`config.mk`:
```
export PLATFORM = sky130hd
export DESIGN_NAME = dfpwm_bit_decoder_flat
export DESIGN_NICKNAME = d
export VERILOG_FILES = /design/src/hdl/dfpwm_pkg.sv /design/src/hdl/dfpwm_bit_if.sv /design/src/hdl/dfpwm_sample_if.sv /design/src/hdl/dfpwm_cfg_if.sv /design/src/hdl/dfpwm_ctrl.sv /design/src/hdl/dfpwm_dp.sv /design/src/hdl/dfpwm_bit_decoder.sv /design/src/flat_wrapper.sv
export SDC_FILE = /design/constraint.sdc
export NUM_CORES = 1
export LEC_CHECK = 0
export ABC_AREA = 1
export BUFFER_PORTS_ARGS = -buffer_cell sky130_fd_sc_hd__clkbuf_2
export CAP_MARGIN = 10
export CORE_AREA = 3 3 167 169
export DETAILED_ROUTE_END_ITERATION = 16
export DIE_AREA = 0 0 170 172
export GPL_ROUTABILITY_DRIVEN = 0
export GPL_TIMING_DRIVEN = 0
export SYNTH_ARGS = -nofsm -noshare
export SYNTH_HDL_FRONTEND = slang
export SYNTH_SLANG_ARGS = --single-unit
```
`constraint.sdc`:
```
create_clock -name clk -period 8.6 [get_ports clk]
set_clock_uncertainty 0.05 [all_clocks]
set_input_delay 0.86 -clock clk [delete_from_list [all_inputs] [get_ports clk]]
set_output_delay 0.86 -clock clk [all_outputs]
set_load 0.03 [all_outputs]
```
`src/hdl/dfpwm_pkg.sv`:
```
package dfpwm_pkg;

    localparam int CfgIndexWidth = 8;
    localparam int CfgDataWidth  = 10;

    localparam logic [CfgIndexWidth-1:0] REG_LPF_COEFF = 8'd0;
    localparam logic [CfgIndexWidth-1:0] REG_RAMP_STEP = 8'd1;

    localparam logic [8:0] LPF_COEFF_RESET = 9'd140;
    localparam logic [8:0] LPF_COEFF_MAX   = 9'd256;
    localparam logic [9:0] RAMP_STEP_RESET = 10'd1;

    localparam logic signed [8:0]  LEVEL_HIGH   = 9'sd127;
    localparam logic signed [8:0]  LEVEL_LOW    = -9'sd128;
    localparam logic signed [11:0] STRENGTH_MIN = 12'sd8;
    localparam logic signed [11:0] STRENGTH_MAX = 12'sd1023;
    localparam logic [9:0]         STRENGTH_TOP = 10'd1023;
    localparam logic signed [19:0] CHARGE_ROUND = 20'sd512;
    localparam logic signed [18:0] FILTER_ROUND = 19'sd128;

    // Commands from the controller to the datapath.
    typedef struct packed {
        logic load;    // accept a bit word, form the charge product
        logic update;  // charge, strength, polarity and antijerk
        logic mult;    // form the filter product
        logic filt;    // update the filter level, which is the output
    } dfpwm_cmd_t;

endpackage

```
`src/hdl/dfpwm_bit_if.sv`:
```
interface dfpwm_bit_if;
    logic valid;
    logic ready;
    logic data_bit;

    modport source (output valid, output data_bit, input ready);
    modport sink   (input valid, input data_bit, output ready);
endinterface

```
`src/hdl/dfpwm_sample_if.sv`:
```
interface dfpwm_sample_if;
    logic              valid;
    logic              ready;
    logic signed [7:0] sample;

    modport source (output valid, output sample, input ready);
    modport sink   (input valid, input sample, output ready);
endinterface

```
`src/hdl/dfpwm_cfg_if.sv`:
```
interface dfpwm_cfg_if;
    logic                                valid;
    logic                                ready;
    logic [dfpwm_pkg::CfgIndexWidth-1:0] index;
    logic [dfpwm_pkg::CfgDataWidth-1:0]  data;

    modport source (output valid, output index, output data, input ready);
    modport sink   (input valid, input index, input data, output ready);
endinterface

```
`src/hdl/dfpwm_ctrl.sv`:
```
module dfpwm_ctrl (
    input  logic                  clk,
    input  logic                  rst_n,
    input  logic                  in_valid,
    output logic                  in_ready,
    output logic                  out_valid,
    input  logic                  out_ready,
    output dfpwm_pkg::dfpwm_cmd_t cmd
);

    typedef enum logic [3:0] {
        S_IDLE = 4'b0001,
        S_UPD  = 4'b0010,
        S_MUL  = 4'b0100,
        S_FILT = 4'b1000
    } state_t;

    state_t state_reg, state_next;
    logic   out_valid_reg, out_valid_next;
    logic   slot_free;
    logic   accept;
    logic   filt_fire;

    assign slot_free = !out_valid_reg || out_ready;
    assign in_ready  = (state_reg == S_IDLE) || ((state_reg == S_FILT) && slot_free);
    assign accept    = in_valid && in_ready;
    assign filt_fire = (state_reg == S_FILT) && slot_free;

    always_comb
    begin
        state_next = state_reg;
        unique case (state_reg)
            S_IDLE:
            begin
                if (accept)
                    state_next = S_UPD;
            end
            S_UPD:  state_next = S_MUL;
            S_MUL:  state_next = S_FILT;
            S_FILT:
            begin
                if (slot_free)
                    state_next = accept ? S_UPD : S_IDLE;
            end
            default: state_next = S_IDLE;
        endcase
    end

    always_comb
    begin
        out_valid_next = out_valid_reg;
        if (filt_fire)
            out_valid_next = 1'b1;
        else if (out_ready)
            out_valid_next = 1'b0;
    end

    always_ff @(posedge clk or negedge rst_n)
    begin
        if (!rst_n)
        begin
            state_reg     <= S_IDLE;
            out_valid_reg <= 1'b0;
        end
        else
        begin
            state_reg     <= state_next;
            out_valid_reg <= out_valid_next;
        end
    end

    assign out_valid  = out_valid_reg;
    assign cmd.load   = accept;
    assign cmd.update = (state_reg == S_UPD);
    assign cmd.mult   = (state_reg == S_MUL);
    assign cmd.filt   = filt_fire;

endmodule

```
`src/hdl/dfpwm_dp.sv`:
```
module dfpwm_dp (
    input  logic                                clk,
    input  logic                                rst_n,
    input  dfpwm_pkg::dfpwm_cmd_t               cmd,
    input  logic                                data_bit,
    input  logic                                cfg_we,
    input  logic [dfpwm_pkg::CfgIndexWidth-1:0] cfg_index,
    input  logic [dfpwm_pkg::CfgDataWidth-1:0]  cfg_data,
    output logic signed [7:0]                   sample
);

    // Configuration, stored already clamped to its usable range.
    logic [8:0] coeff_reg, coeff_next;
    logic [9:0] step_reg, step_next;

    // Decoder state.
    logic signed [7:0] charge_reg, charge_next;
    logic [9:0]        strength_reg, strength_next;
    logic              last_high_reg;
    logic signed [7:0] filt_reg, filt_next;

    // Intermediate words.
    logic              high_reg;
    logic signed [19:0] prod1_reg;
    logic signed [7:0]  fin_reg, fin_next;
    logic signed [18:0] prod2_reg;

    logic signed [8:0]  target;
    logic signed [8:0]  diff1;
    logic signed [8:0]  diff2;
    logic signed [19:0] round1;
    logic signed [9:0]  delta;
    logic signed [9:0]  charge_sum;
    logic signed [9:0]  next_wide;
    logic signed [9:0]  avg_sum;
    logic signed [11:0] str_wide;
    logic               flip;
    logic signed [18:0] round2;
    logic signed [10:0] fstep;
    logic signed [10:0] filt_sum;
    logic [8:0]         cfg_coeff_raw;

    // Clamp the register words as they are written.
    assign cfg_coeff_raw = cfg_data[8:0];

    always_comb
    begin
        coeff_next = coeff_reg;
        step_next  = step_reg;
        if (cfg_we)
        begin
            unique case (cfg_index)
                dfpwm_pkg::REG_LPF_COEFF:
                begin
                    if (cfg_coeff_raw == 9'd0)
                        coeff_next = 9'd1;
                    else if (cfg_coeff_raw > dfpwm_pkg::LPF_COEFF_MAX)
                        coeff_next = dfpwm_pkg::LPF_COEFF_MAX;
                    else
                        coeff_next = cfg_coeff_raw;
                end
                dfpwm_pkg::REG_RAMP_STEP:
                begin
                    step_next = (cfg_data == 10'd0) ? 10'd1 : cfg_data;
                end
                default: ;
            endcase
        end
    end

    // Charge product is taken straight from the incoming bit.
    assign target = data_bit ? dfpwm_pkg::LEVEL_HIGH : dfpwm_pkg::LEVEL_LOW;
    assign diff1  = target - 9'(charge_reg);

    // Charge, strength and antijerk update.
    assign round1     = prod1_reg + dfpwm_pkg::CHARGE_ROUND;
    assign delta      = round1[19:10];
    assign charge_sum = 10'(charge_reg) + delta;
    assign flip       = (high_reg != last_high_reg);

    always_comb
    begin
        next_wide = charge_sum;
        if (charge_sum == 10'(charge_reg))
        begin
            if (high_reg && (charge_reg != 8'sd127))
                next_wide = charge_sum + 10'sd1;
            else if (!high_reg && (charge_reg != -8'sd128))
                next_wide = charge_sum - 10'sd1;
        end
    end

    assign charge_next = next_wide[7:0];
    assign avg_sum     = next_wide + 10'(charge_reg) + 10'sd1;
    assign fin_next    = flip ? avg_sum[8:1] : next_wide[7:0];

    always_comb
    begin
        str_wide = $signed({2'b00, strength_reg});
        if (flip)
        begin
            if (strength_reg != 10'd0)
                str_wide = str_wide - $signed({2'b00, step_reg});
        end
        else if (strength_reg != dfpwm_pkg::STRENGTH_TOP)
        begin
            str_wide = str_wide + $signed({2'b00, step_reg});
        end
        if (str_wide < dfpwm_pkg::STRENGTH_MIN)
            str_wide = dfpwm_pkg::STRENGTH_MIN;
        else if (str_wide > dfpwm_pkg::STRENGTH_MAX)
            str_wide = dfpwm_pkg::STRENGTH_MAX;
        strength_next = str_wide[9:0];
    end

    // Low-pass filter.
    assign diff2    = 9'(fin_reg) - 9'(filt_reg);
    assign round2   = prod2_reg + dfpwm_pkg::FILTER_ROUND;
    assign fstep    = round2[18:8];
    assign filt_sum = 11'(filt_reg) + fstep;
    assign filt_next = filt_sum[7:0];

    always_ff @(posedge clk or negedge rst_n)
    begin
        if (!rst_n)
        begin
            coeff_reg     <= dfpwm_pkg::LPF_COEFF_RESET;
            step_reg      <= dfpwm_pkg::RAMP_STEP_RESET;
            charge_reg    <= 8'sd0;
            strength_reg  <= 10'd0;
            last_high_reg <= 1'b0;
            filt_reg      <= 8'sd0;
        end
        else
        begin
            coeff_reg <= coeff_next;
            step_reg  <= step_next;
            if (cmd.update)
            begin
                charge_reg    <= charge_next;
                strength_reg  <= strength_next;
                last_high_reg <= high_reg;
            end
            if (cmd.filt)
                filt_reg <= filt_next;
        end
    end

    always_ff @(posedge clk)
    begin
        if (cmd.load)
        begin
            high_reg  <= data_bit;
            prod1_reg <= 20'($signed({1'b0, strength_reg}) * diff1);
        end
        if (cmd.update)
            fin_reg <= fin_next;
        if (cmd.mult)
            prod2_reg <= 19'($signed({1'b0, coeff_reg}) * diff2);
    end

    assign sample = filt_reg;

endmodule

```
`src/hdl/dfpwm_bit_decoder.sv`:
```
// Channel  Role    Payload                      Handshake
// -------  ------  ---------------------------  -----------
// bits     sink    data_bit [0]                 valid/ready
// samples  source  sample [7:0] signed          valid/ready
// cfg      sink    index [7:0], data [9:0]      valid/ready
//
// Each bit word is taken in steps: the charge product is formed on the
// accepting edge, then the charge/strength update, then the filter product;
// the filter add writes the output and may take the next bit on the same
// edge, so a new bit is taken only once the last one reaches the filter add.
// Two multiplies in series, each with its own register, set the spacing of bits.
// A sample waiting on samples.ready holds the filter step; bits wait with it.
// rst_n clears all decoder state at once; cfg is always ready and resets
// lpf_coeff to 140 and ramp_step to 1.
module dfpwm_bit_decoder (
    input  logic        clk,
    input  logic        rst_n,
    dfpwm_bit_if.sink   bits,
    dfpwm_sample_if.source samples,
    dfpwm_cfg_if.sink   cfg
);

    dfpwm_pkg::dfpwm_cmd_t cmd;
    logic                  cfg_we;

    // Take configuration words at any time; software writes only when idle, a rule the block does not enforce.
    assign cfg.ready = 1'b1;
    assign cfg_we    = cfg.valid && cfg.ready;

    // Sequence the load, update, multiply and filter steps.
    dfpwm_ctrl u_ctrl (
        .clk       (clk),
        .rst_n     (rst_n),
        .in_valid  (bits.valid),
        .in_ready  (bits.ready),
        .out_valid (samples.valid),
        .out_ready (samples.ready),
        .cmd       (cmd)
    );

    // Hold the charge, strength, polarity and filter level; the filter
    // level register drives the sample word directly.
    dfpwm_dp u_dp (
        .clk       (clk),
        .rst_n     (rst_n),
        .cmd       (cmd),
        .data_bit  (bits.data_bit),
        .cfg_we    (cfg_we),
        .cfg_index (cfg.index),
        .cfg_data  (cfg.data),
        .sample    (samples.sample)
    );

endmodule

```
`src/flat_wrapper.sv`:
```
// flat-port wrapper written by rule: the top's interface ports become plain ports
module dfpwm_bit_decoder_flat 
  (clk, rst_n, bits_valid, bits_data_bit, bits_ready, samples_valid, samples_sample, samples_ready, cfg_valid, cfg_index, cfg_data, cfg_ready);
  dfpwm_bit_if bits_i ();
  dfpwm_sample_if samples_i ();
  dfpwm_cfg_if cfg_i ();
  input  logic clk;
  input  logic rst_n;
  input wire logic [$bits(bits_i.valid)-1:0] bits_valid;
  input wire logic [$bits(bits_i.data_bit)-1:0] bits_data_bit;
  output wire logic [$bits(bits_i.ready)-1:0] bits_ready;
  output wire logic [$bits(samples_i.valid)-1:0] samples_valid;
  output wire logic [$bits(samples_i.sample)-1:0] samples_sample;
  input wire logic [$bits(samples_i.ready)-1:0] samples_ready;
  input wire logic [$bits(cfg_i.valid)-1:0] cfg_valid;
  input wire logic [$bits(cfg_i.index)-1:0] cfg_index;
  input wire logic [$bits(cfg_i.data)-1:0] cfg_data;
  output wire logic [$bits(cfg_i.ready)-1:0] cfg_ready;
  assign bits_i.valid = bits_valid;
  assign bits_i.data_bit = bits_data_bit;
  assign bits_ready = bits_i.ready;
  assign samples_valid = samples_i.valid;
  assign samples_sample = samples_i.sample;
  assign samples_i.ready = samples_ready;
  assign cfg_i.valid = cfg_valid;
  assign cfg_i.index = cfg_index;
  assign cfg_i.data = cfg_data;
  assign cfg_ready = cfg_i.ready;
  dfpwm_bit_decoder u_core (.clk(clk), .rst_n(rst_n), .bits(bits_i), .samples(samples_i), .cfg(cfg_i));
endmodule
```
Word level (Yosys, flattened, before mapping)
Cells that the tools add are included.
{ "word_totals": {"reg_bits": 96, "inputBits": 24, "output_inout_bits": 11, "word_cells": 76} }
{ "classes": {"addsub": 12, "multipliers": 2, "magnitude_cmp": 3, "n_eq_ne": 12, "n_mux": 19, "reduce_logical": 16} }
{ "op_table": {"columns": ["operator", "count"], "rows": [
  ["$mux 9", 6],
  ["$mux 10", 3],
  ["$mux 12", 2],
  ["$add 20x11->20 const B", 1],
  ["$mul 11x9->20", 1],
  ["$add 9x2->9 const B", 2],
  ["$add 16x9->16 const B", 1],
  ["$mul 10x9->16", 1],
  ["$ne 8x8->1 const B", 2],
  ["$pmux 4 s4", 1],
  ["$gt 12x11->1 const B", 1],
  ["$lt 12x5->1 const B", 1],
  ["$add 10x10->11", 1],
  ["$mux 11", 1],
  ["$sub 10x10->11", 1],
  ["$add 8x10->10", 1],
  ["$eq 10x8->1", 1],
  ["$logic_not 10->1", 1],
  ["$ne 10x10->1 const B", 1],
  ["$reduce_bool 10->1", 1],
  ["$add 9x8->9", 1],
  ["$gt 9x9->1 const B", 1],
  ["$logic_not 9->1", 1],
  ["$sub 8x8->9", 1],
  ["other kinds (20)", 30]
]} }

Longest topological paths before layout
Gate-level depths: netlist (run 1).
{ "depth": {"depth_word": 9, "ltp_mapped": 35, "mapped_depth_nobuf": 35} }

By module
Synthesis (run 1) repeated with hierarchy kept, for this count alone.
{ "unflattened": {"cells_unflattened": 1566, "area_unflattened_um2": 11944.0} }
{ "modules_own_cells": {"columns": ["module", "n_inst", "cells_per_inst", "area_per_inst_um2", "seq_area_each_um2"], "rows": [
  ["dfpwm_dp", 1, 1518, 11609.9, 2026.9],
  ["dfpwm_ctrl", 1, 46, 322.8, 126.4],
  ["dfpwm_bit_decoder", 1, 2, 11.3, 0.0]
]} }

Worst setup path after synthesis (run 1)
No wires, ideal clock.
{ "synth_timing": {"path_kind": "input port to flip-flop", "start": "in bits_data_bit", "end": "reg u_core.u_dp.prod1_reg[17] (data pin)", "setup_ns": 0.258, "t_arrival_ns": 6.964, "required_time_ns": 8.292, "path_slack_ns": 1.328, "cell_stages": 30, "path_buffers": 0, "path_cell_list": "inv_1 > ha_1 > fa_1 > o21ai_0 > nand2_1 > nand2_1 > a21oi_1 > or2_2 > a22oi_2 > inv_1 > nand2_1 > fa_1 > fa_1 > inv_1 > fa_1 > fa_1 > inv_1 > fa_1 > inv_1 > ha_1 > nand2_1 > a21oi_1 > a211oi_1 > nand2_1 > a21o_1 > a21oi_1 > o21ai_0 > nand2_1 > nand2_1 > xor2_1"} }
{ "synth_via": {"elab_chain_cells": 3} }
{ "synth_lines": {"columns": ["element", "line", "text"], "rows": [
  ["start: declaration", "flat_wrapper.sv:10", "input wire logic [$bits(bits_i.data_bit)-1:0] bits_data_bit;"],
  ["$mux 9", "dfpwm_dp.sv:72", "assign target = data_bit ? dfpwm_pkg::LEVEL_HIGH : dfpwm_pkg::LEVEL_LOW;"],
  ["$sub 9x8->9", "dfpwm_dp.sv:73", "assign diff1 = target - 9'(charge_reg);"],
  ["$mul 11x9->20", "dfpwm_dp.sv:154", "prod1_reg <= 20'($signed({1'b0, strength_reg}) * diff1);"],
  ["end signal: assignment", "dfpwm_dp.sv:154", null],
  ["end: declaration", "dfpwm_dp.sv:24", "logic signed [19:0] prod1_reg;"]
]} }
Every way passes these cells.
A chain may end at the register's enable or synchronous reset.

Worst setup path after layout (run 1)
Same ends and word-level chain as after synthesis.

==> results of run 1 <==
worst reg2reg max path: cells and delay by family, from the launching register on:
kind,cells,cell delay [ps]
AO/OA/AOI/OAI,8,1310
XOR/XNOR,2,750
adder cells (fa/ha/maj),7,3240
buffers and inverters,6,630
flip-flops,1,540
AND/OR/NAND/NOR,9,970
how the worst max path moves through the flow:
stage | startpoint | end
global placement | bits_data_bit | u_core.u_dp.prod1_reg[17]$_DFFE_PP_
finish | bits_data_bit | u_core.u_dp.prod1_reg[17]$_DFFE_PP_
global route | bits_data_bit | u_core.u_dp.prod1_reg[17]$_DFFE_PP_
CTS | bits_data_bit | u_core.u_dp.prod1_reg[17]$_DFFE_PP_
floorplan | bits_data_bit | u_core.u_dp.prod1_reg[17]$_DFFE_PP_
detailed placement | bits_data_bit | u_core.u_dp.prod1_reg[17]$_DFFE_PP_
area by class of cell:
cell class                      count  area (um^2)
Fill cell                        2718        13960
Clock buffer                        9        225.2
Clock inverter                      7        86.33
Buffer                             20        92.59
Timing Repair Buffer               36        200.2
Sequential cell                    80         2153
Multi-Input combinational cell   1122         8338
Inverter                          332         1246
Tap cell                          341        426.7
through the flow:
step	cells	hold slack, ps
global placement	1928	436.3
detailed placement	1930	448.7
CTS	1946	424.3
floorplan	1554	423.2
finish	1947	425.3
global route	1947	461.8
layout by cell type, fill, tap and decap left out, drive strengths merged, types with 4 or more instances in the layout:
cell type | synthesis | layout
clkbuf | 11 | 53
nor4 | 6 | 6
o21ai | 65 | 65
clkinv | 4 | 4
xor2 | 57 | 57
buf | 9 | 12
nand3b | 10 | 10
edfxtp | 29 | 29
a21oi | 59 | 59
nor3 | 23 | 23
o21bai | 5 | 5
a21o | 5 | 5
nand4 | 20 | 20
xnor2 | 13 | 13
inv | 328 | 333
ha | 150 | 150
dfstp | 5 | 5
a31oi | 4 | 4
nand2 | 327 | 327
or2 | 9 | 9
nand3 | 75 | 75
dfrtp | 46 | 46
nor2 | 152 | 152
o22ai | 7 | 7
fa | 112 | 112
kinds of logic (layout without fill, tap and decap cells):
group	after synthesis	after routing	share of synthesized area, %
flip-flops	80	80	18.20
AND/OR/NAND/NOR	627	627	22.60
other	1	1	0.03170
adder cells (fa/ha/maj)	262	262	34.82
XOR/XNOR	70	70	5.246
buffers and inverters	352	404	11.32
AO/OA/AOI/OAI	162	162	7.784
layer usage:
metal	share of wire, %	GRT usage, %
met5	0	0
met4	1.5	3.986
met3	2.5	1.875
met2	50	36.93
met1	45	25.34
==> impl_metrics.csv, run 1 <==
group,metric,value,unit
status,status,"complete, no violations",
global_route,gr-total-overflow,0,
yosys,ys_warn_count,0,
yosys,netlist.area_leader.share,18.95,%
yosys,synth_most_common_cell,"inv_1",
critical_path,critPathKind,"input port to register",
placed_design,preCtsSetupSlack,233.4,ps
floorplan,initial_core_util,44.26,%
yosys,synth.distinct_cells,53,
critical_path,path_max_fanout,9,
timing,worst_slew_pin_slew,1068,ps
critical_path,endpoint_kind,"register",
route,final_antenna_net_count,0,
critical_path,arrival,7780,ps
clock_tree,path_clk_slew,80,ps
clock_tree,cts_tree,"yes",
route,dr.pass1.iters,6,
critical_path,rr_startpoint,"u_core.u_dp.charge_reg[1]$_DFFE_PN0P_",
yosys,netlist_area,11830,um^2
clock_tree,cts_max_level,3,
timing,fin_ws,871.9,ps
yosys,seq_area_frac_synth,18.20,%
layout,nets,1887,
critical_path,reg2regPathDepth,32,
timing,post-route-period-util,89.86,%
route,drt_wl_total,27390,um
yosys,syn_area_per_cell,7.613,um^2
route,drtIter0Drc,486,
yosys,syn-num-nets,1840,
critical_path,cp_num_buf_inv,6,
floorplan,die_h,172,um
yosys,async_reset_ff_share,63.75,%
floorplan,die_area,29240,um^2
clock_tree,cts_buffer_depth,2,
route,route.detailed.drc,0,
timing,hold_violations,0,
floorplan,die_x,170,um
floorplan,ioPinCount,35,
hold_path,hp-class,"input port to async pin",
layout,antenna_cells,0,
critical_path,worst_path_dominant_cell_family,"adder cells",
critical_path,rr_endpoint,"u_core.u_dp.prod1_reg[17]$_DFFE_PP_",
critical_path,crit_cells,32,
layout,area_growth,7.932,%
clock_tree,clk_latency,350,ps
yosys,synth.area.top_cells,"fa_1 (19%), ha_1 (16%), inv_1 (10%)",
yosys,ys_seq_elements,80,
clock_tree,postCtsSetupBuffers,0,
global_route,grt_pass1_vias,9907,
route,num_vias,9772,
yosys,synth.largest_area_cell,"fa_1",
clock_tree,root_buffer,"clkbuf_16",
route,routedWlPerCell,14.07,um
placed_design,place_area,12450,um^2
layout,drive_gt1_share,6.289,%
global_route,antenna_found_initial,0,
clock_tree,clkSinkCount,80,
critical_path,crit_top_cell,"nand2_1",
placed_design,port_buffers,33,
critical_path,cp-start-kind,"input port",
floorplan,design.core.area,26730,um^2
critical_path,cp_slowest_cell,"xor2_1",
layout,largest_register_ffs,11,
timing,setup_tns,0,ps
floorplan,rows,60,
layout,final_area,12770,um^2
critical_path,r2r_setup_slack,890,ps
clock_tree,holdBufCountCts,0,
yosys,synth_cells,1554,
timing,setup_viol,0,
yosys,synth_common_cells,"inv_1 (323), nand2_1 (319), ha_1 (150), nor2_1 (150), fa_1 (112)",
clock_tree,cts_resized,0,
layout,fin_util,47.78,%
global_route,grt_usage,19.88,%
clock_tree,cts_made_buffers,9,
route,vias_per_cell,5.019,
global_route,grt_start_max_net_pins,33,
flow_run,cap_violations,0,
critical_path,critPathMaxStageDelay,630,ps
global_route,grt_pass1_wl,47340,um
timing,max_slew_margin,28.27,%
critical_path,cp.required,8650,ps
timing,final_max_slew_viol_count,0,
timing,rsz0062_at_grt,"no",
yosys,synth_edf_count,29,
timing,max_freq,129.4,MHz
timing,min_period,7728,ps
yosys,synth_ff_type,"dfrtp_1",
placed_design,hpwl,22980,um
Power of run 1 is left out: the tool's default activity adds up to more than one toggle a clock period on the data nets, which glitch-free logic cannot reach.
==> run 2: changes to the inputs <==
BUFFER_PORTS_ARGS = not set   (was -buffer_cell sky130_fd_sc_hd__clkbuf_2)
DONT_BUFFER_PORTS = 1   (was not set)
==> run 2 against run 1 <==
Compared with the run above:
- cell count shrank 1.8%
- flip-flop and latch count is the same
- worst setup slack gained 3.1 ps
- design area shrank 1.4%
- hold slack lost 280 ps
- critical path type unchanged
- critical endpoint unchanged
- largest cell class unchanged
==> impl_metrics.csv, run 2 (synthesis gave the netlist of run 1 again) <==
group,metric,value,unit
route,num_vias,9520,
critical_path,path_max_fanout,10,
timing,setup_tns,0,ps
clock_tree,clk_latency,350,ps
clock_tree,cts_tree,"yes",
route,route.detailed.drc,0,
clock_tree,root_buffer,"clkbuf_16",
floorplan,die_h,172,um
critical_path,cp_slowest_cell,"fa_1",
clock_tree,clkSinkCount,80,
critical_path,cp.required,8650,ps
critical_path,reg2regPathDepth,32,
flow_run,cap_violations,0,
global_route,antenna_found_initial,0,
critical_path,cp-start-kind,"input port",
critical_path,critPathKind,"input port to register",
floorplan,rows,60,
layout,final_area,12600,um^2
floorplan,initial_core_util,44.26,%
route,final_antenna_net_count,0,
floorplan,ioPinCount,35,
clock_tree,holdBufCountCts,0,
floorplan,die_area,29240,um^2
timing,max_slew_margin,31.12,%
global_route,gr-total-overflow,0,
global_route,grt_pass1_vias,9628,
clock_tree,cts_max_level,3,
floorplan,die_x,170,um
global_route,grt_usage,19.60,%
layout,nets,1852,
timing,hold_violations,0,
global_route,grt_start_max_net_pins,52,
layout,area_growth,6.473,%
layout,largest_register_ffs,11,
clock_tree,cts_resized,0,
timing,holdWs,143.8,ps
placed_design,place_area,12260,um^2
route,drt_wl_total,26990,um
route,vias_per_cell,4.979,
route,routedWlPerCell,14.11,um
layout,final_common_cell,"inv_1",
critical_path,arrival,7780,ps
layout,final_cell_mix,"inv_1 (323), nand2_1 (319), nor2_1 (150), ha_1 (150), fa_1 (112)",
critical_path,cp_num_buf_inv,5,
timing,setup_viol,0,
timing,post-route-period-util,89.83,%
layout,fill_cells,2666,
clock_tree,path_clk_slew,80,ps
global_route,grt_pass1_wl,46560,um
status,status,"complete, no violations",
timing,max_freq,129.4,MHz
hold_path,hp-class,"input port to async pin",
critical_path,worst_path_dominant_cell_family,"adder cells",
timing,rsz0062_at_grt,"no",
timing,min_period,7725,ps
placed_design,hpwl,22460,um
route,drtIter0Drc,486,
clock_tree,cts_made_buffers,9,
placed_design,port_buffers,0,
clock_tree,cts_buffer_depth,2,
layout,drive_gt1_share,4.201,%
critical_path,endpoint_kind,"register",
floorplan,design.core.area,26730,um^2
timing,final_max_slew_viol_count,0,
timing,worst_slew_pin_slew,1026,ps
critical_path,r2r_setup_slack,870,ps
layout,antenna_cells,0,
critical_path,crit_top_cell,"nand2_1",
critical_path,critPathMaxStageDelay,560,ps
critical_path,crit_cells,30,
clock_tree,postCtsSetupBuffers,0,
route,dr.pass1.iters,5,
-- run 2: cell types whose count changed in the layout (fill, tap and decap cells not counted), sizes merged --
cell and delta:
buf -2, bufinv +1, clkbuf -33, clkinvlp -1
-- run 2: area by class of cell --
type	instances	area, um^2	share of cell area, %
Multi-Input combinational cell	1122	8338	66.20
Clock buffer	9	225.2	1.788
Inverter	332	1246	9.894
Buffer	20	92.59	0.7351
Clock inverter	7	106.4	0.8443
Timing Repair Buffer	1	7.507	0.05960
Tap cell	341	426.7	3.387
Sequential cell	80	2153	17.10
-- run 2: path summary, 6_finish.rpt --
path / startpoint / to
setup reg to reg: u_core.u_dp.charge_reg[1]$_DFFE_PN0P_ / u_core.u_dp.prod1_reg[17]$_DFFE_PP_
max in group asynchronous: rst_n / u_core.u_ctrl.state_reg[0]$_DFFE_PN1P_
setup / recovery: bits_data_bit / u_core.u_dp.prod1_reg[17]$_DFFE_PP_
hold / removal: rst_n / u_core.u_dp.coeff_reg[0]$_DFFE_PN0P_
min in group clk: u_core.u_dp.step_reg[4]$_DFFE_PN0P_ / u_core.u_dp.step_reg[4]$_DFFE_PN0P_
hold reg to reg: u_core.u_dp.step_reg[4]$_DFFE_PN0P_ / u_core.u_dp.step_reg[4]$_DFFE_PN0P_
-- run 2: per-stage QoR --
step                utilization [%]  worst slack [ps]  std cells
floorplan                         -              1328       1554
global placement              45.86             538.8       1895
detailed placement            45.89             498.0       1896
CTS                           47.13             819.8       1912
global route                  47.13             310.9       1912
finish                        47.13             875.0       1912
-- run 2: metal layers --
metal	global-route usage (%)	share of wire, %	wire (um)
met1	24.96	45	12240
met3	2.378	2.9	772
met4	4.868	1.9	507
met5	0	0	0
met2	35.56	50	13460
Power of run 2 is left out for the same reason.
